## config.mk

```make
export PLATFORM = sky130hd
export DESIGN_NAME = irc_attr_to_ansi_filter_core
export DESIGN_NICKNAME = d
export VERILOG_FILES = /design/src/rtl/iatf_pkg.sv /design/src/rtl/iatf_front.sv /design/src/rtl/iatf_queue.sv /design/src/rtl/iatf_back.sv /design/src/rtl/irc_attr_to_ansi_filter_core.sv
export VERILOG_INCLUDE_DIRS = /design/src /design/src/rtl
export SDC_FILE = /design/constraint.sdc
export NUM_CORES = 1
export LEC_CHECK = 0
export BUFFER_PORTS_ARGS = -buffer_cell sky130_fd_sc_hd__buf_2
export CORE_MARGIN = 2
export CORE_UTILIZATION = 58
export CTS_BUF_LIST = sky130_fd_sc_hd__clkbuf_4
export DETAILED_ROUTE_END_ITERATION = 10
export PLACE_DENSITY = 0.72
export SYNTH_ARGS = -nofsm -noshare
export SYNTH_HDL_FRONTEND = slang
export SYNTH_SLANG_ARGS = --single-unit
```

## constraint.sdc

```tcl
create_clock -name clk -period 4.7 [get_ports clk]
set_input_delay 0.235 -clock clk [delete_from_list [all_inputs] [get_ports clk]]
set_output_delay 0.235 -clock clk [all_outputs]
set_load 0.01 [all_outputs]
```

## src/rtl/assert_macros.svh

```systemverilog
// Assertion macros shared by the RTL files that carry checks.
`ifndef ASSERT_MACROS_SVH
`define ASSERT_MACROS_SVH

// A condition that holds at every clock edge out of reset.
`define ASSERT_ALWAYS(label, cond, msg) \
  label: assert property (@(posedge clk) disable iff (rst) (cond)) else $error(msg);

// A condition at one edge that forces another at the following edge.
`define ASSERT_NEXT(label, pre, post, msg) \
  label: assert property (@(posedge clk) disable iff (rst) (pre) |=> (post)) else $error(msg);

`endif

```

## src/rtl/iatf_pkg.sv

```systemverilog
// Package of types, constants and helper functions for the attribute filter.
`timescale 1ns / 1ps

package iatf_pkg;

  // Output slots of one job: two escape sequences of fifteen slots, then the text byte.
  localparam int unsigned ESC_SLOTS  = 15;
  localparam int unsigned JOB_SLOTS  = 2 * ESC_SLOTS + 1;
  localparam int unsigned SLOT_W     = $clog2(JOB_SLOTS);
  localparam int unsigned BYTE_SLOT  = JOB_SLOTS - 1;
  localparam int unsigned QUEUE_DEPTH = 2;

  localparam logic [4:0] FL_BOLD = 5'h01;
  localparam logic [4:0] FL_REV  = 5'h02;
  localparam logic [4:0] FL_UND  = 5'h04;
  localparam logic [4:0] FL_FG   = 5'h08;
  localparam logic [4:0] FL_BG   = 5'h10;

  localparam logic [7:0] CH_BOLD    = 8'h02;
  localparam logic [7:0] CH_COLOUR  = 8'h03;
  localparam logic [7:0] CH_NEWLINE = 8'h0A;
  localparam logic [7:0] CH_REV     = 8'h16;
  localparam logic [7:0] CH_UND     = 8'h1F;
  localparam logic [7:0] CH_COMMA   = 8'h2C;
  localparam logic [7:0] CH_ZERO    = 8'h30;
  localparam logic [7:0] CH_NINE    = 8'h39;
  localparam logic [7:0] CH_ESC     = 8'h1B;
  localparam logic [7:0] CH_LBRACK  = 8'h5B;
  localparam logic [7:0] CH_SEMI    = 8'h3B;
  localparam logic [7:0] CH_M       = 8'h6D;

  // One unit of work for the serialiser: which slots to send, and their variable contents.
  typedef struct packed {
    logic [JOB_SLOTS-1:0] mask;
    logic [3:0]           fg_digit;
    logic [3:0]           bg_digit;
    logic [7:0]           text;
  } job_t;

  // Palette entry of a colour number, already reduced below ten.
  function automatic logic [3:0] colour_digit(input logic [3:0] idx);
    logic [3:0] d;
    unique case (idx)
      4'd0:    d = 4'd7;
      4'd1:    d = 4'd0;
      4'd2:    d = 4'd4;
      4'd3:    d = 4'd2;
      4'd4:    d = 4'd1;
      4'd5:    d = 4'd3;
      4'd6:    d = 4'd5;
      4'd7:    d = 4'd1;
      4'd8:    d = 4'd3;
      4'd9:    d = 4'd2;
      4'd10:   d = 4'd6;
      4'd11:   d = 4'd6;
      4'd12:   d = 4'd4;
      4'd13:   d = 4'd5;
      4'd14:   d = 4'd0;
      default: d = 4'd7;
    endcase
    return d;
  endfunction

  // Which of the fifteen escape slots are sent for a given set of flags.
  function automatic logic [ESC_SLOTS-1:0] esc_mask(input logic [4:0] f);
    logic [ESC_SLOTS-1:0] m;
    logic b, r, u;
    b = |(f & FL_BOLD);
    r = |(f & FL_REV);
    u = |(f & FL_UND);
    m[0]  = 1'b1;
    m[1]  = 1'b1;
    m[2]  = b;
    m[3]  = b & r;
    m[4]  = r;
    m[5]  = u & (b | r);
    m[6]  = u;
    m[7]  = ~(b | r | u);
    m[8]  = |(f & FL_FG);
    m[9]  = |(f & FL_FG);
    m[10] = |(f & FL_FG);
    m[11] = |(f & FL_BG);
    m[12] = |(f & FL_BG);
    m[13] = |(f & FL_BG);
    m[14] = 1'b1;
    return m;
  endfunction

  // Byte held by one escape slot.
  function automatic logic [7:0] esc_byte(input logic [3:0] k, input logic [3:0] fgd,
                                          input logic [3:0] bgd);
    logic [7:0] v;
    unique case (k)
      4'd0:    v = CH_ESC;
      4'd1:    v = CH_LBRACK;
      4'd2:    v = 8'h31;
      4'd4:    v = 8'h37;
      4'd6:    v = 8'h34;
      4'd7:    v = CH_ZERO;
      4'd9:    v = 8'h33;
      4'd10:   v = CH_ZERO + {4'h0, fgd};
      4'd12:   v = 8'h34;
      4'd13:   v = CH_ZERO + {4'h0, bgd};
      4'd14:   v = CH_M;
      default: v = CH_SEMI;
    endcase
    return v;
  endfunction

endpackage

```

## src/rtl/iatf_front.sv

```systemverilog
// Front end: parses the attribute codes and turns each item into a serialiser job.
`timescale 1ns / 1ps

module iatf_front (
  input  logic             clk,
  input  logic             rst,
  input  logic             in_valid,
  input  logic             cmd,
  input  logic [7:0]       in_byte,
  input  logic             full,
  output logic             in_stall,
  output logic             push,
  output iatf_pkg::job_t   job
);

  localparam logic [2:0] PH_IDLE  = 3'd0;
  localparam logic [2:0] PH_CTRL  = 3'd1;
  localparam logic [2:0] PH_FG1   = 3'd2;
  localparam logic [2:0] PH_FG2   = 3'd3;
  localparam logic [2:0] PH_COMMA = 3'd4;
  localparam logic [2:0] PH_BG1   = 3'd5;

  logic [2:0] phase, phase_next;
  logic [4:0] flags, flags_next;
  logic [6:0] fore, fore_next;
  logic [6:0] back, back_next;

  logic       accept;
  logic       is_digit;
  logic [3:0] digit;
  logic [9:0] fore_x10;
  logic [9:0] back_x10;
  logic       esc0_en, esc1_en, text_en, do_plain;
  logic [4:0] esc0_flags, plain_flags;

  assign in_stall = full;
  assign accept   = in_valid & ~full;
  assign is_digit = (in_byte >= iatf_pkg::CH_ZERO) && (in_byte <= iatf_pkg::CH_NINE);
  assign digit    = in_byte[3:0];
  assign fore_x10 = {fore, 3'b000} + {2'b00, fore, 1'b0};
  assign back_x10 = {back, 3'b000} + {2'b00, back, 1'b0};

  always_comb begin
    phase_next  = PH_IDLE;
    flags_next  = flags;
    fore_next   = fore;
    back_next   = back;
    esc0_en     = 1'b0;
    esc0_flags  = flags;
    esc1_en     = 1'b0;
    text_en     = 1'b0;
    do_plain    = 1'b0;
    plain_flags = flags;

    if (cmd) begin
      // End of stream: flush whatever colour code is still open.
      priority if (phase == PH_CTRL) begin
        flags_next = flags & ~(iatf_pkg::FL_FG | iatf_pkg::FL_BG);
        esc0_en    = 1'b1;
      end else if (phase == PH_FG1) begin
        flags_next = flags | iatf_pkg::FL_FG;
        esc0_en    = 1'b1;
      end else if (phase == PH_BG1) begin
        flags_next = flags | iatf_pkg::FL_BG;
        esc0_en    = 1'b1;
      end else begin
        flags_next = flags;
      end
      esc0_flags = flags_next;
    end else begin
      unique case (phase)
        PH_CTRL: begin
          if (is_digit) begin
            fore_next  = {3'b000, digit};
            phase_next = PH_FG1;
          end else begin
            plain_flags = flags & ~(iatf_pkg::FL_FG | iatf_pkg::FL_BG);
            esc0_en     = 1'b1;
            esc0_flags  = plain_flags;
            do_plain    = 1'b1;
          end
        end
        PH_FG1: begin
          esc0_en    = 1'b1;
          esc0_flags = flags | iatf_pkg::FL_FG;
          flags_next = esc0_flags;
          if (is_digit) begin
            fore_next  = fore_x10[6:0] + {3'b000, digit};
            phase_next = PH_FG2;
          end else if (in_byte == iatf_pkg::CH_COMMA) begin
            phase_next = PH_COMMA;
          end else begin
            plain_flags = esc0_flags;
            do_plain    = 1'b1;
          end
        end
        PH_FG2: begin
          if (in_byte == iatf_pkg::CH_COMMA) begin
            phase_next = PH_COMMA;
          end else begin
            do_plain = 1'b1;
          end
        end
        PH_COMMA: begin
          if (is_digit) begin
            back_next  = {3'b000, digit};
            phase_next = PH_BG1;
          end else begin
            do_plain = 1'b1;
          end
        end
        PH_BG1: begin
          esc0_en    = 1'b1;
          esc0_flags = flags | iatf_pkg::FL_BG;
          flags_next = esc0_flags;
          if (is_digit) begin
            back_next = back_x10[6:0] + {3'b000, digit};
          end else begin
            plain_flags = esc0_flags;
            do_plain    = 1'b1;
          end
        end
        default: begin
          do_plain = 1'b1;
        end
      endcase

      // Ordinary byte handling, also reached by a byte that ends a colour code.
      if (do_plain) begin
        flags_next = plain_flags;
        unique case (in_byte)
          iatf_pkg::CH_BOLD: begin
            flags_next = plain_flags ^ iatf_pkg::FL_BOLD;
            esc1_en    = 1'b1;
          end
          iatf_pkg::CH_REV: begin
            flags_next = plain_flags ^ iatf_pkg::FL_REV;
            esc1_en    = 1'b1;
          end
          iatf_pkg::CH_UND: begin
            flags_next = plain_flags ^ iatf_pkg::FL_UND;
            esc1_en    = 1'b1;
          end
          iatf_pkg::CH_COLOUR: begin
            phase_next = PH_CTRL;
          end
          iatf_pkg::CH_NEWLINE: begin
            flags_next = 5'h00;
            esc1_en    = 1'b1;
            text_en    = 1'b1;
          end
          default: begin
            text_en = 1'b1;
          end
        endcase
      end
    end
  end

  // Both escapes of one item see the same colour numbers, so one digit pair serves.
  always_comb begin
    job.mask = {text_en,
                esc1_en ? iatf_pkg::esc_mask(flags_next) : {iatf_pkg::ESC_SLOTS{1'b0}},
                esc0_en ? iatf_pkg::esc_mask(esc0_flags) : {iatf_pkg::ESC_SLOTS{1'b0}}};
    job.fg_digit = iatf_pkg::colour_digit(fore_next[3:0]);
    job.bg_digit = iatf_pkg::colour_digit(back_next[3:0]);
    job.text     = in_byte;
  end

  // Items that produce no output, such as the first digit of a colour number, never reach the queue.
  assign push = accept & (|job.mask);

  always_ff @(posedge clk) begin
    if (rst) begin
      phase <= PH_IDLE;
      flags <= 5'h00;
      fore  <= 7'h00;
      back  <= 7'h00;
    end else if (accept) begin
      phase <= phase_next;
      flags <= flags_next;
      fore  <= fore_next;
      back  <= back_next;
    end
  end

endmodule

```

## src/rtl/iatf_queue.sv

```systemverilog
// Short job queue that decouples the parser from the serialiser.
`timescale 1ns / 1ps

module iatf_queue #(
  parameter int unsigned DEPTH = iatf_pkg::QUEUE_DEPTH
) (
  input  logic           clk,
  input  logic           rst,
  input  logic           push,
  input  iatf_pkg::job_t push_data,
  input  logic           pop,
  output logic           full,
  output logic           head_valid,
  output iatf_pkg::job_t head
);

  localparam int unsigned PTR_W = (DEPTH > 1) ? $clog2(DEPTH) : 1;
  localparam int unsigned CNT_W = $clog2(DEPTH + 1);
  localparam logic [PTR_W-1:0] LAST_PTR = PTR_W'(DEPTH - 1);
  localparam logic [CNT_W-1:0] FULL_CNT = CNT_W'(DEPTH);

  iatf_pkg::job_t   entries [DEPTH];
  logic [PTR_W-1:0] wr_ptr, rd_ptr;
  logic [CNT_W-1:0] count;

  assign full       = (count == FULL_CNT);
  assign head_valid = (count != '0);
  assign head       = entries[rd_ptr];

  always_ff @(posedge clk) begin
    if (rst) begin
      wr_ptr <= '0;
      rd_ptr <= '0;
      count  <= '0;
    end else begin
      if (push) begin
        wr_ptr <= (wr_ptr == LAST_PTR) ? '0 : wr_ptr + 1'b1;
      end
      if (pop) begin
        rd_ptr <= (rd_ptr == LAST_PTR) ? '0 : rd_ptr + 1'b1;
      end
      if (push && !pop) begin
        count <= count + 1'b1;
      end else if (pop && !push) begin
        count <= count - 1'b1;
      end
    end
  end

  always_ff @(posedge clk) begin
    if (push) begin
      entries[wr_ptr] <= push_data;
    end
  end

endmodule

```

## src/rtl/iatf_back.sv

```systemverilog
// Back end: serialises one job into output bytes, one byte a cycle while the output is not stalled.
`timescale 1ns / 1ps

module iatf_back (
  input  logic           clk,
  input  logic           rst,
  input  logic           head_valid,
  input  iatf_pkg::job_t head,
  output logic           pop,
  output logic           busy,
  output logic           out_valid,
  input  logic           out_stall,
  output logic [7:0]     out_byte,
  output logic           last
);

  logic [iatf_pkg::JOB_SLOTS-1:0] cur_mask;
  logic [3:0]                     cur_fgd, cur_bgd;
  logic [7:0]                     cur_text;

  logic                           advance, emit;
  logic [iatf_pkg::JOB_SLOTS-1:0] src_mask, rest_mask;
  logic [3:0]                     src_fgd, src_bgd;
  logic [7:0]                     src_text;
  logic [iatf_pkg::SLOT_W-1:0]    slot;
  logic [iatf_pkg::SLOT_W-1:0]    esc_slot;
  logic [7:0]                     slot_byte;

  assign busy    = |cur_mask;
  assign advance = ~out_valid | ~out_stall;
  assign emit    = advance & (busy | head_valid);
  assign pop     = advance & ~busy & head_valid;

  // A job in progress has priority; otherwise the queue head is started directly.
  always_comb begin
    if (busy) begin
      src_mask = cur_mask;
      src_fgd  = cur_fgd;
      src_bgd  = cur_bgd;
      src_text = cur_text;
    end else begin
      src_mask = head.mask;
      src_fgd  = head.fg_digit;
      src_bgd  = head.bg_digit;
      src_text = head.text;
    end
  end

  // Lowest pending slot goes out next.
  always_comb begin
    slot = '0;
    for (int i = iatf_pkg::JOB_SLOTS - 1; i >= 0; i--) begin
      if (src_mask[i]) begin
        slot = iatf_pkg::SLOT_W'(i);
      end
    end
  end

  assign rest_mask = src_mask & (src_mask - 1'b1);
  assign esc_slot  = (slot >= iatf_pkg::SLOT_W'(iatf_pkg::ESC_SLOTS))
                   ? slot - iatf_pkg::SLOT_W'(iatf_pkg::ESC_SLOTS) : slot;

  always_comb begin
    if (slot == iatf_pkg::SLOT_W'(iatf_pkg::BYTE_SLOT)) begin
      slot_byte = src_text;
    end else begin
      slot_byte = iatf_pkg::esc_byte(esc_slot[3:0], src_fgd, src_bgd);
    end
  end

  always_ff @(posedge clk) begin
    if (rst) begin
      cur_mask  <= '0;
      out_valid <= 1'b0;
    end else if (emit) begin
      cur_mask  <= rest_mask;
      out_valid <= 1'b1;
    end else if (advance) begin
      out_valid <= 1'b0;
    end
  end

  always_ff @(posedge clk) begin
    if (pop) begin
      cur_fgd  <= head.fg_digit;
      cur_bgd  <= head.bg_digit;
      cur_text <= head.text;
    end
    if (emit) begin
      out_byte <= slot_byte;
      last     <= (rest_mask == '0);
    end
  end

endmodule

```

## src/rtl/irc_attr_to_ansi_filter_core.sv

```systemverilog
// An item's job is queued, then its first byte is registered at the output.
// Throughput: one output byte per cycle from the serialiser while not stalled.
// A plain text byte gives one byte, an attribute change 4 to 14 bytes per escape,
// at most 28 for one item. Input continues while the two-entry job queue has room.
// Reset clears the parser state, flags, colour numbers, the job queue and the output.
`timescale 1ns / 1ps

`include "assert_macros.svh"

module irc_attr_to_ansi_filter_core #(
  parameter int unsigned QUEUE_DEPTH = iatf_pkg::QUEUE_DEPTH
) (
  input  logic       clk,
  input  logic       rst,
  input  logic       in_valid,
  output logic       in_stall,
  input  logic       cmd,
  input  logic [7:0] in_byte,
  output logic       out_valid,
  input  logic       out_stall,
  output logic [7:0] out_byte,
  output logic       last
);

  logic           push, pop, full, head_valid, busy;
  logic           back_drained;
  iatf_pkg::job_t push_job, head_job;

  iatf_front u_front (
    .clk      (clk),
    .rst      (rst),
    .in_valid (in_valid),
    .cmd      (cmd),
    .in_byte  (in_byte),
    .full     (full),
    .in_stall (in_stall),
    .push     (push),
    .job      (push_job)
  );

  iatf_queue #(
    .DEPTH (QUEUE_DEPTH)
  ) u_queue (
    .clk        (clk),
    .rst        (rst),
    .push       (push),
    .push_data  (push_job),
    .pop        (pop),
    .full       (full),
    .head_valid (head_valid),
    .head       (head_job)
  );

  iatf_back u_back (
    .clk        (clk),
    .rst        (rst),
    .head_valid (head_valid),
    .head       (head_job),
    .pop        (pop),
    .busy       (busy),
    .out_valid  (out_valid),
    .out_stall  (out_stall),
    .out_byte   (out_byte),
    .last       (last)
  );

  assign back_drained = !head_valid && !busy && (!out_valid || !out_stall);

  // A partly sent job always has its previous byte waiting in the output register.
  `ASSERT_ALWAYS(a_busy_has_output, !busy || out_valid, "serialiser busy without output")

  // With nothing queued or in progress, a drained output register stays empty.
  `ASSERT_NEXT(a_idle_stays_empty, back_drained, !out_valid, "output from an empty back end")

  // A stalled input means the queue holds work for the serialiser.
  `ASSERT_ALWAYS(a_stall_has_work, !in_stall || head_valid, "input stalled with an empty queue")

endmodule
```

# Yosys cells after proc, flatten, opt, wreduce, memory -nomap -nowiden
# Memories as Yosys holds them, arrays and structs flattened. A register that Yosys moved wholly into a read port is not among the register bits.
# Index checks and enable logic that the tools add are counted.
# W data, S select, Z words.
[word_totals] reg_bits=77 ram_bits=94 rom_bits=96 input_bits=13 output_inout_bits=11 wordCells=194 mem_count=3
[mem_list] memory="u_queue.entries" depth=2 width=47 rd=1 rd_clocked_by_memory_dff=1 write_ports=1 line_no="iatf_queue.sv:22" rtl="iatf_pkg::job_t entries [DEPTH];"
[mem_list] memory="(no name shown)" depth=16 width=3 rd=1 rd_clocked_by_memory_dff=0 write_ports=0 line_no="iatf_pkg.sv:43" rtl="unique case (idx)"
[mem_list] memory="(no name shown)" depth=16 width=3 rd=1 rd_clocked_by_memory_dff=0 write_ports=0 line_no="iatf_pkg.sv:43"
[classes] add_sub_neg=12 magnitude_cmp=3 eq_ne=23 mux=97 bitwise_logic=25 n_reduce_logical=17
[op_table] operator="$mux W5" count=40
[op_table] operator="$pmux W8 S10" count=1
[op_table] operator="$reduce_or A31 Y1" count=2
[op_table] operator="$mux W4" count=11
[op_table] operator="$and A31 B31 Y31" count=1
[op_table] operator="$logic_not A31 Y1" count=1
[op_table] operator="$mux W31" count=1
[op_table] operator="$sub A31 B1 Y31 const B" count=1
[op_table] operator="$mux W15" count=2
[op_table] operator="$pmux W5 S3" count=2
[op_table] operator="$mux W1" count=22
[op_table] operator="$eq A4 B4 Y1 const B" count=5
[op_table] operator="$pmux W5 S4" count=1
[op_table] operator="$mux W3" count=6
[op_table] operator="$add A4 B4 Y4" count=4
[op_table] operator="$eq A8 B2 Y1 const B" count=2
[op_table] operator="$eq A8 B5 Y1 const B" count=2
[op_table] operator="$mux W8" count=2
[op_table] operator="$pmux W4 S2" count=2
[op_table] operator="$add A6 B4 Y7 const A" count=2
[op_table] operator="$eq A4 B3 Y1 const B" count=3
[op_table] operator="$pmux W3 S4" count=1
[op_table] operator="$pmux W5 S2" count=1
[op_table] operator="$and A1 B1 Y1" count=9
[op_table] operator="other kinds (28)" count=53

# Longest topological paths before layout
# Gate-level depths: netlist (run 1).
[depth] depth_word=39 depth_mapped=17 depth_no_buf=14

# By module
# Synthesis (run 1) repeated with hierarchy kept, for this count alone.
[unflattened] hier_cells=928 area_unflattened_um2=9689.3
[by_module_without_submodules] module="iatf_back" n_inst=1 cells_per_inst=489 area_per_inst_um2=4000.1 seq_area_each_um2=1371.3
[by_module_without_submodules] module="iatf_queue" n_inst=1 cells_per_inst=168 area_per_inst_um2=3608.5 seq_area_each_um2=2922.8
[by_module_without_submodules] module="iatf_front" n_inst=1 cells_per_inst=271 area_per_inst_um2=2080.7 seq_area_each_um2=320.3

# Worst setup path before layout (run 1)
# No wires, ideal clock.
[synth_path] kind="reg-to-reg" from="reg u_back.cur_mask[9] (netlist name)" to="reg u_back.out_byte[1] (data pin)" setup_time_ns=0.268 t_arrival_ns=3.519 required_ns=4.432 slack_ns=0.913 stages_incl_launch_ff=15 path_buffers=2 period_less_slack_ns=3.787 cell_sequence="dfxtp_1 > clkbuf_1 > nor4_2 > and4_1 > buf_4 > a41oi_1 > a2111oi_0 > a211oi_2 > o31ai_4 > ha_1 > nand2_2 > mux2_4 > or4_1 > nand3_1 > o211ai_1"
[synth_via] elab_chain_len=39 elab_cells_between_ends=56 classes_between="3 x add/sub; 1 x order compare; 11 x eq/ne; 38 x mux; 3 x reduce/logical"
[synth_lines] element="from (decl)" line_no="iatf_back.sv:17" rtl="logic [iatf_pkg::JOB_SLOTS-1:0] cur_mask;"
[synth_lines] element="from (signal assigned)" line_no="iatf_back.sv:76" rtl="cur_mask <= rest_mask;"
[synth_lines] element="$reduce_or A31 Y1" line_no="iatf_back.sv:29" rtl="assign busy = |cur_mask;"
[synth_lines] element="$mux W31" line_no="iatf_back.sv:36" rtl="if (busy) begin"
[synth_lines] element="$mux W5 (31 in series)" line_no="iatf_back.sv:53" rtl="if (src_mask[i]) begin"
[synth_lines] element="$sub A4 B4 Y4 or $ge A5 B4 Y1 (tied branches)" line_no="iatf_back.sv:61, iatf_back.sv:60"
[synth_lines] element="$mux W4" line_no="iatf_back.sv:61" rtl="? slot - iatf_pkg::SLOT_W'(iatf_pkg::ESC_SLOTS) : slot;"
[synth_lines] element="$eq A4 B3 Y1 or $eq A4 B4 Y1 (tied branches)" line_no="iatf_pkg.sv:93" rtl="unique case (k)"
[synth_lines] element="$reduce_or A2 Y1 (no source line)"
[synth_lines] element="$pmux W8 S10" line_no="iatf_pkg.sv:93"
[synth_lines] element="$mux W8 *" line_no="iatf_back.sv:64" rtl="if (slot == iatf_pkg::SLOT_W'(iatf_pkg::BYTE_SLOT)) begin"
[synth_lines] element="named net u_back.slot_byte[1]" line_no="iatf_back.sv:27" rtl="logic [7:0] slot_byte;"
[synth_lines] element="to (signal assigned)" line_no="iatf_back.sv:90" rtl="out_byte <= slot_byte;"
[synth_lines] element="to (decl)" line_no="iatf_back.sv:13" rtl="output logic [7:0] out_byte,"
# Mark *: on every way through the listed nets, which the timed path passes. The rest lies on a longest branch.
# A chain may end at the register's enable or synchronous reset.

# Final worst setup path (run 1)
[layout_path] from="reg u_back.cur_mask[20] (netlist name)" to="reg u_back.out_byte[3] (data pin)"
# Same word-level chain as after synthesis.

==> results.md, run 1 <==
- Placed Cells: 1,043
- CP peak stage delay: 0.54 ns
- Iteration-0 DRC Markers: 993
- Synth cell types: 84
- Setup violators final: 0
- DIE AREA: 15,300 sq um
- Vias per cell: 6.45
- Avg WL per Cell: 20.3 microns
- Core ar.: 13,900 sq um
- Highest Clock Rate: 226 MHz
- CP Launch Type: register
- HP Class: primary input to register
- Row cnt: 43
- Slew @ Worst Pin: 1.12 ns
- Synth Area in Simple Gates: 0.194
- Drt first pass iters: 6
- Post-synth top area cell: edfxtp_1
- Number of I/O pins: 24
- Worst-case clock buffer depth: 2
- Hpwl dp: 15,900 microns
- Final Instance Area: 9010 sq um
- Area fraction in compound gates after synthesis: 0.201
- ANT nets after route: 0
- Xor/xnor share of the synthesized area: 0.0127
- Via Count: 7,001
- RSZ-0062 raised after global routing: false
- Slew headroom: 0.251
- Syn avg cell area: 9.61 sq um
- Final non-filler cell total: 1,085
- Reg2reg start: u_back.cur_mask[20]$_SDFFE_PP0P_
- Top cell type's share of synthesized area: 0.322
- Syn Nets: 896
- CTS tree: built
- Final wirelength: 22,000 microns
- Min-Delay Startpoint: in_byte[0]
- Crit Path Class: register to register
- Final Skew: 0.0248 ns
- Fin crit period: 4.43 ns
- Crit-path cells: nor4_2 > nand3_1 > o41ai_1 > a31oi_1 > o311ai_1 > nand3_1 > inv_1 > ha_1 > o2111ai_1 > nand3_1 > a2bb2oi_1 > a221oi_1 > a211o_1
- First-pass GRT wire length: 34,700 microns
- Mapped Cells: 864
- Crit path from: u_back.cur_mask[20]$_SDFFE_PP0P_
- Insertion delay to the later sink of the worst-skew pair: 0.57 ns
- Synth Area in Adders: 0.0310
- FF+latch count, synth: 141
- CTS Buf Count: 17
- Async S/R FF share, synth: 0
- Arrival time at the worst endpoint: 4.76 ns
- CP top delay family: compound AO/OA/AOI/OAI gates
- Post-synth EDFFs: 89
- Largest family of logic cells by synthesized area: compound AO/OA/AOI/OAI gates
- Share of cells above drive strength 1: 0.153
- Port bufs: 23
- GPL Wtd Cong: 0.995
- WP data required: 5.02 ns
- TNS Setup: 0 ns
- Synth top area cells: edfxtp_1 32%, dfxtp_1 13%, nor2_1 4.8%
- Total grt overflow: 0
- Total GRT Usage: 0.301
- Fraction of synthesized area in multiplexers: 0.0769
- Final period util: 0.944
- CTS H-tree depth: 4
- CP Max Fanout: 7
- Post-synthesis instance area: 8300 sq um
- Ys Warns: 0
- Number of global-route vias before repair: 6,566
- Initial antenna violation count: 1
- Nets: 923
- Synth Flop Type: edfxtp_1
- Root Buffer: clkbuf_4
- Pin count of the biggest net entering global routing: 53
- CP Capture Type: register
- Die Y: 124 microns
- Starting Density: 0.596
- Max Slew Vio Count: 0
- Area delta synth->final: 8.56%
- Most common cell on crit path: nand3_1
- Sink Count: 141
- Clk slew on worst S/H paths: 0.13 ns
- Placed instance area: 8590 sq um
- Status: completed
- Die X-Extent: 124 microns
- Max Cap Violations: 0
- Drt drc: 0
- Final Hold Fails: 0
- CP max-delay cell: o41ai_1
- Register area share after synthesis: 0.447
- Worst path bufs/invs: 1
## placed cells by master (no fill, tap or decap), types with 13 or more instances in the layout
cell type and instances:
a211oi_1 16, a21oi_1 75, a31oi_1 13, buf_2 23, buf_4 21, clkbuf_4 18, dfxtp_1 51, edfxtp_1 89
ha_1 19, inv_1 28, mux2_2 27, mux2i_1 26, nand2_1 61, nand3_1 17, nor2_1 106, nor3_1 44
o21ai_0 27
## sequential cells by signal, indices dropped and copies added (netlist names), named ones only
| name | cells |
|---|---|
| u_back.last | 1 |
| u_front.flags | 5 |
| u_front.fore | 4 |
| u_back.out_valid | 1 |
| u_back.cur_bgd | 3 |
| u_back.cur_mask | 30 |
| u_queue.count | 2 |
| u_queue.wr_ptr | 1 |
| u_back.cur_fgd | 3 |
| u_back.cur_text | 8 |
| u_queue.rd_ptr | 1 |
| u_back.out_byte | 8 |
| u_front.phase | 3 |
| u_queue.entries | 66 |
| u_front.back | 4 |
## cell families after synthesis
kind of cell             Yosys count
adder cells (fa/ha/maj)           21
flip-flops                       141
AO/OA/AOI/OAI                    242
multiplexers                      57
XOR/XNOR                          12
AND/OR/NAND/NOR                  319
buffers and inverters             72
## synthesized netlist by cell type (all sizes together), types with 19 or more instances
| library cell | number |
|---|---|
| nor2 | 107 |
| edfxtp | 89 |
| a21oi | 76 |
| nand2 | 62 |
| dfxtp | 52 |
| nor3 | 46 |
| o21ai | 32 |
| inv | 29 |
| mux2 | 28 |
| mux2i | 27 |
| clkbuf | 26 |
| ha | 19 |
## timing repair
action / 4_1_cts / 5_1_grt
setup buffers: 0 / 2
endpoints found under the setup margin: 1 / 5
pin swaps: 0 / 1
gates resized for setup: 1 / 3
hold buffers: 7 / 0
hold endpoints to repair: 13 / 0
## metal layers
metal,vias up,global-route usage,wire [microns],part of all wire
met5,-,0,0,0
met4,0,0.112,631,0.029
met3,44,0.0778,1770,0.080
met2,342,0.463,9960,0.45
met1,3292,0.410,9650,0.44
li1,3323,-,-,-
## metrics by stage
stage / hold slack [ns] / utilization / setup WS [ns]
after CTS: 0.0262 / 0.645 / 0.202
after global placement: 0.442 / 0.617 / 0.113
after detailed placement: 0.447 / 0.617 / 0.0600
after floorplan: 0.334 / - / 0.913
final: 0.0669 / 0.647 / 0.266
after global routing: 0.0185 / 0.647 / 0.00273
## layout make-up
| type | instances | area (sq um) |
|---|---|---|
| inverter | 29 | 109 |
| timing repair buffer | 51 | 343 |
| antenna | 1 | 2.50 |
| clock inverter | 14 | 183 |
| clock buffer | 18 | 135 |
| sequential | 141 | 3710 |
| fill | 1137 | 4920 |
| multi-input combinational | 651 | 4300 |
| tap | 180 | 225 |
## final timing paths
| check | endpoint | slack, ns | depth (start not counted) |
|---|---|---|---|
| worst max-delay path | u_back.out_byte[3]$_DFFE_PP_ | 0.27 | 13 |
| worst min-delay path | u_queue.entries[1][0]$_DFFE_PP_ | 0.07 | 1 |
| worst max register to register | u_back.out_byte[3]$_DFFE_PP_ | 0.27 | 13 |
| worst min register to register | u_front.back[3]$_SDFFE_PP0P_ | 0.47 | 2 |
Power of run 1 is not shown: default switching activity piles up to over one toggle a cycle in this logic, so the estimate is an artifact.
==> inputs of run 2 (changes only) <==
--- a/config.mk
+++ b/config.mk
@@ -8,10 +8,11 @@
 export LEC_CHECK = 0
 export BUFFER_PORTS_ARGS = -buffer_cell sky130_fd_sc_hd__buf_2
 export CORE_MARGIN = 2
-export CORE_UTILIZATION = 58
+export CORE_UTILIZATION = 35
 export CTS_BUF_LIST = sky130_fd_sc_hd__clkbuf_4
 export DETAILED_ROUTE_END_ITERATION = 10
-export PLACE_DENSITY = 0.72
+export GPL_TIMING_DRIVEN = 0
+export PLACE_DENSITY = 0.47
 export SYNTH_ARGS = -nofsm -noshare
 export SYNTH_HDL_FRONTEND = slang
 export SYNTH_SLANG_ARGS = --single-unit
==> constraint.sdc (replaced) <==
create_clock -name clk -period 5.5 [get_ports clk]
set_input_delay 0.275 -clock clk [delete_from_list [all_inputs] [get_ports clk]]
set_output_delay 0.275 -clock clk [all_outputs]
set_load 0.01 [all_outputs]
==> results.md, run 2 (synthesized netlist as in run 1, its figures left out) <==
- Die Y: 158 microns
- RSZ-0062 raised after global routing: false
- Crit-path cells: clkbuf_1 > nor4_2 > nand4_2 > o41ai_1 > a31oi_1 > o311ai_0 > nand3_1 > inv_1 > ha_1 > o2111ai_1 > nand3_1 > a2bb2oi_1 > a221oi_1 > a211o_1
- Hold Path Stages: 2
- CP Capture Type: register
- Hold Path Sink: u_back.cur_mask[14]$_SDFFE_PP0P_
- CTS H-tree depth: 4
- GPL Wtd Cong: 0.933
- Total grt overflow: 0
- Worst r2r path cells: 14
- Drt first pass iters: 5
- Most common cell on crit path: nand3_1
- Port bufs: 22
- Max FFs per register: 66
- Core ar.: 23,400 sq um
- Highest Clock Rate: 199 MHz
- CP Launch Type: register
- ANT nets after route: 0
- Final period util: 0.915
- Via Count: 7,038
- Post-CTS Resized: 0
- Die X-Extent: 158 microns
- Max Cap Violations: 0
- WP data required: 5.81 ns
- Share of cells above drive strength 1: 0.137
- Initial antenna violation count: 1
- Max Slew Vio Count: 0
- Final Instance Area: 9180 sq um
- Min-Delay Startpoint: rst
- R2r setup slk: 0.47 ns
- Arrival time at the worst endpoint: 5.34 ns
- Top Registers: u_queue.entries x66, u_back.cur_mask x30
- Status: completed
- CP Max Fanout: 8
- Commonest non-fill, non-tap cell in the layout: nor2_1
- Nets: 945
- Setup violators final: 0
- CTS tree: built
- Final Hold Fails: 0
- Avg WL per Cell: 20.5 microns
- Number of setup buffers added after CTS: 0
- DIE AREA: 25,000 sq um
- Number of global-route vias before repair: 6,546
- Area delta synth->final: 10.5%
- Fin crit period: 5.03 ns
- Cts hold-fix bufs: 6
- Final Skew: 0.0331 ns
- CP top delay family: compound AO/OA/AOI/OAI gates
- Number of I/O pins: 24
- Most frequent cells in the layout: 106 x nor2_1, 89 x edfxtp_1, 75 x a21oi_1
- Reg-to-reg endpoint: u_back.out_byte[3]$_DFFE_PP_
- Slew headroom: 0.245
- Iteration-0 DRC Markers: 509
- CTS Buf Count: 17
- First-pass GRT wire length: 39,600 microns
- Row cnt: 56
- Pin count of the biggest net entering global routing: 34
- Drt drc: 0
- Hpwl dp: 19,000 microns
- Worst-case clock buffer depth: 2
- Worst path bufs/invs: 2
- Slew @ Worst Pin: 1.13 ns
- CP peak stage delay: 0.77 ns
- Total GRT Usage: 0.212
- Top reg by flops: u_queue.entries
- HP Class: primary input to register
- Vias per cell: 5.65
- Reg2reg start: u_back.cur_mask[9]$_SDFFE_PP0P_
- Crit Path Class: register to register
- CP max-delay cell: o311ai_0
- Root Buffer: clkbuf_4
- Placed instance area: 8840 sq um
- Clk slew on worst S/H paths: 0.15 ns
- TNS Setup: 0 ns
- Starting Density: 0.355
- Insertion delay to the later sink of the worst-skew pair: 0.56 ns
- Sink Count: 141
- Final wirelength: 25,500 microns
## run 2: worst max path at each step
stage                                          startpoint                                to  slack (ns)  cells past startpoint
after floorplan           u_back.cur_mask[9]$_SDFFE_PP0P_      u_back.out_byte[1]$_DFFE_PP_        1.71                     14
after global placement                         in_byte[3]  u_queue.entries[0][14]$_DFFE_PP_        0.05                      9
after detailed placement  u_back.cur_mask[9]$_SDFFE_PP0P_      u_back.out_byte[3]$_DFFE_PP_        0.60                     14
after CTS                 u_back.cur_mask[9]$_SDFFE_PP0P_      u_back.out_byte[3]$_DFFE_PP_        0.60                     14
after global routing      u_back.cur_mask[9]$_SDFFE_PP0P_      u_back.out_byte[3]$_DFFE_PP_         0.1                     14
final                     u_back.cur_mask[9]$_SDFFE_PP0P_      u_back.out_byte[3]$_DFFE_PP_        0.47                     14
## run 2: final cells by class
| class | instances | area (sq um) |
|---|---|---|
| antenna | 1 | 2.50 |
| buffer | 43 | 199 |
| clock buffer | 18 | 135 |
| clock inverter | 14 | 130 |
| fill | 2436 | 14200 |
| inverter | 29 | 109 |
| multi-input combinational | 651 | 4290 |
| sequential | 141 | 3710 |
| tap | 319 | 399 |
| timing repair buffer | 30 | 200 |
## run 2: through the flow
stage          hold WS, ns  std cells  utilization  worst slack, ns
2_1_floorplan        0.374        864            -             1.71
3_3_place_gp         0.450       1205        0.377           0.0543
3_5_place_dp         0.453       1206        0.378            0.602
4_1_cts            0.00910       1244        0.392            0.602
5_1_grt             0.0120       1246        0.392           0.0953
6_report            0.0752       1246        0.392            0.468
## run 2: worst reg2reg max path: stages, from the launching register on
cell and delay [ns]:
dfxtp_1 0.32, clkbuf_1 0.21, nor4_2 0.42, nand4_2 0.32
o41ai_1 0.52, a31oi_1 0.17, o311ai_0 0.77, nand3_1 0.29
inv_1 0.18, ha_1 0.29, o2111ai_1 0.19, nand3_1 0.15
a2bb2oi_1 0.45, a221oi_1 0.18, a211o_1 0.32
## run 2: per-layer routing
metal | vias to the layer above | global-route usage | part of all wire
li1 | 3377 | - | -
met1 | 3378 | 0.305 | 0.48
met2 | 247 | 0.321 | 0.44
met3 | 36 | 0.0378 | 0.055
met4 | 0 | 0.0725 | 0.029
met5 | - | 0 | 0
Power of run 2 is left out for the same reason.
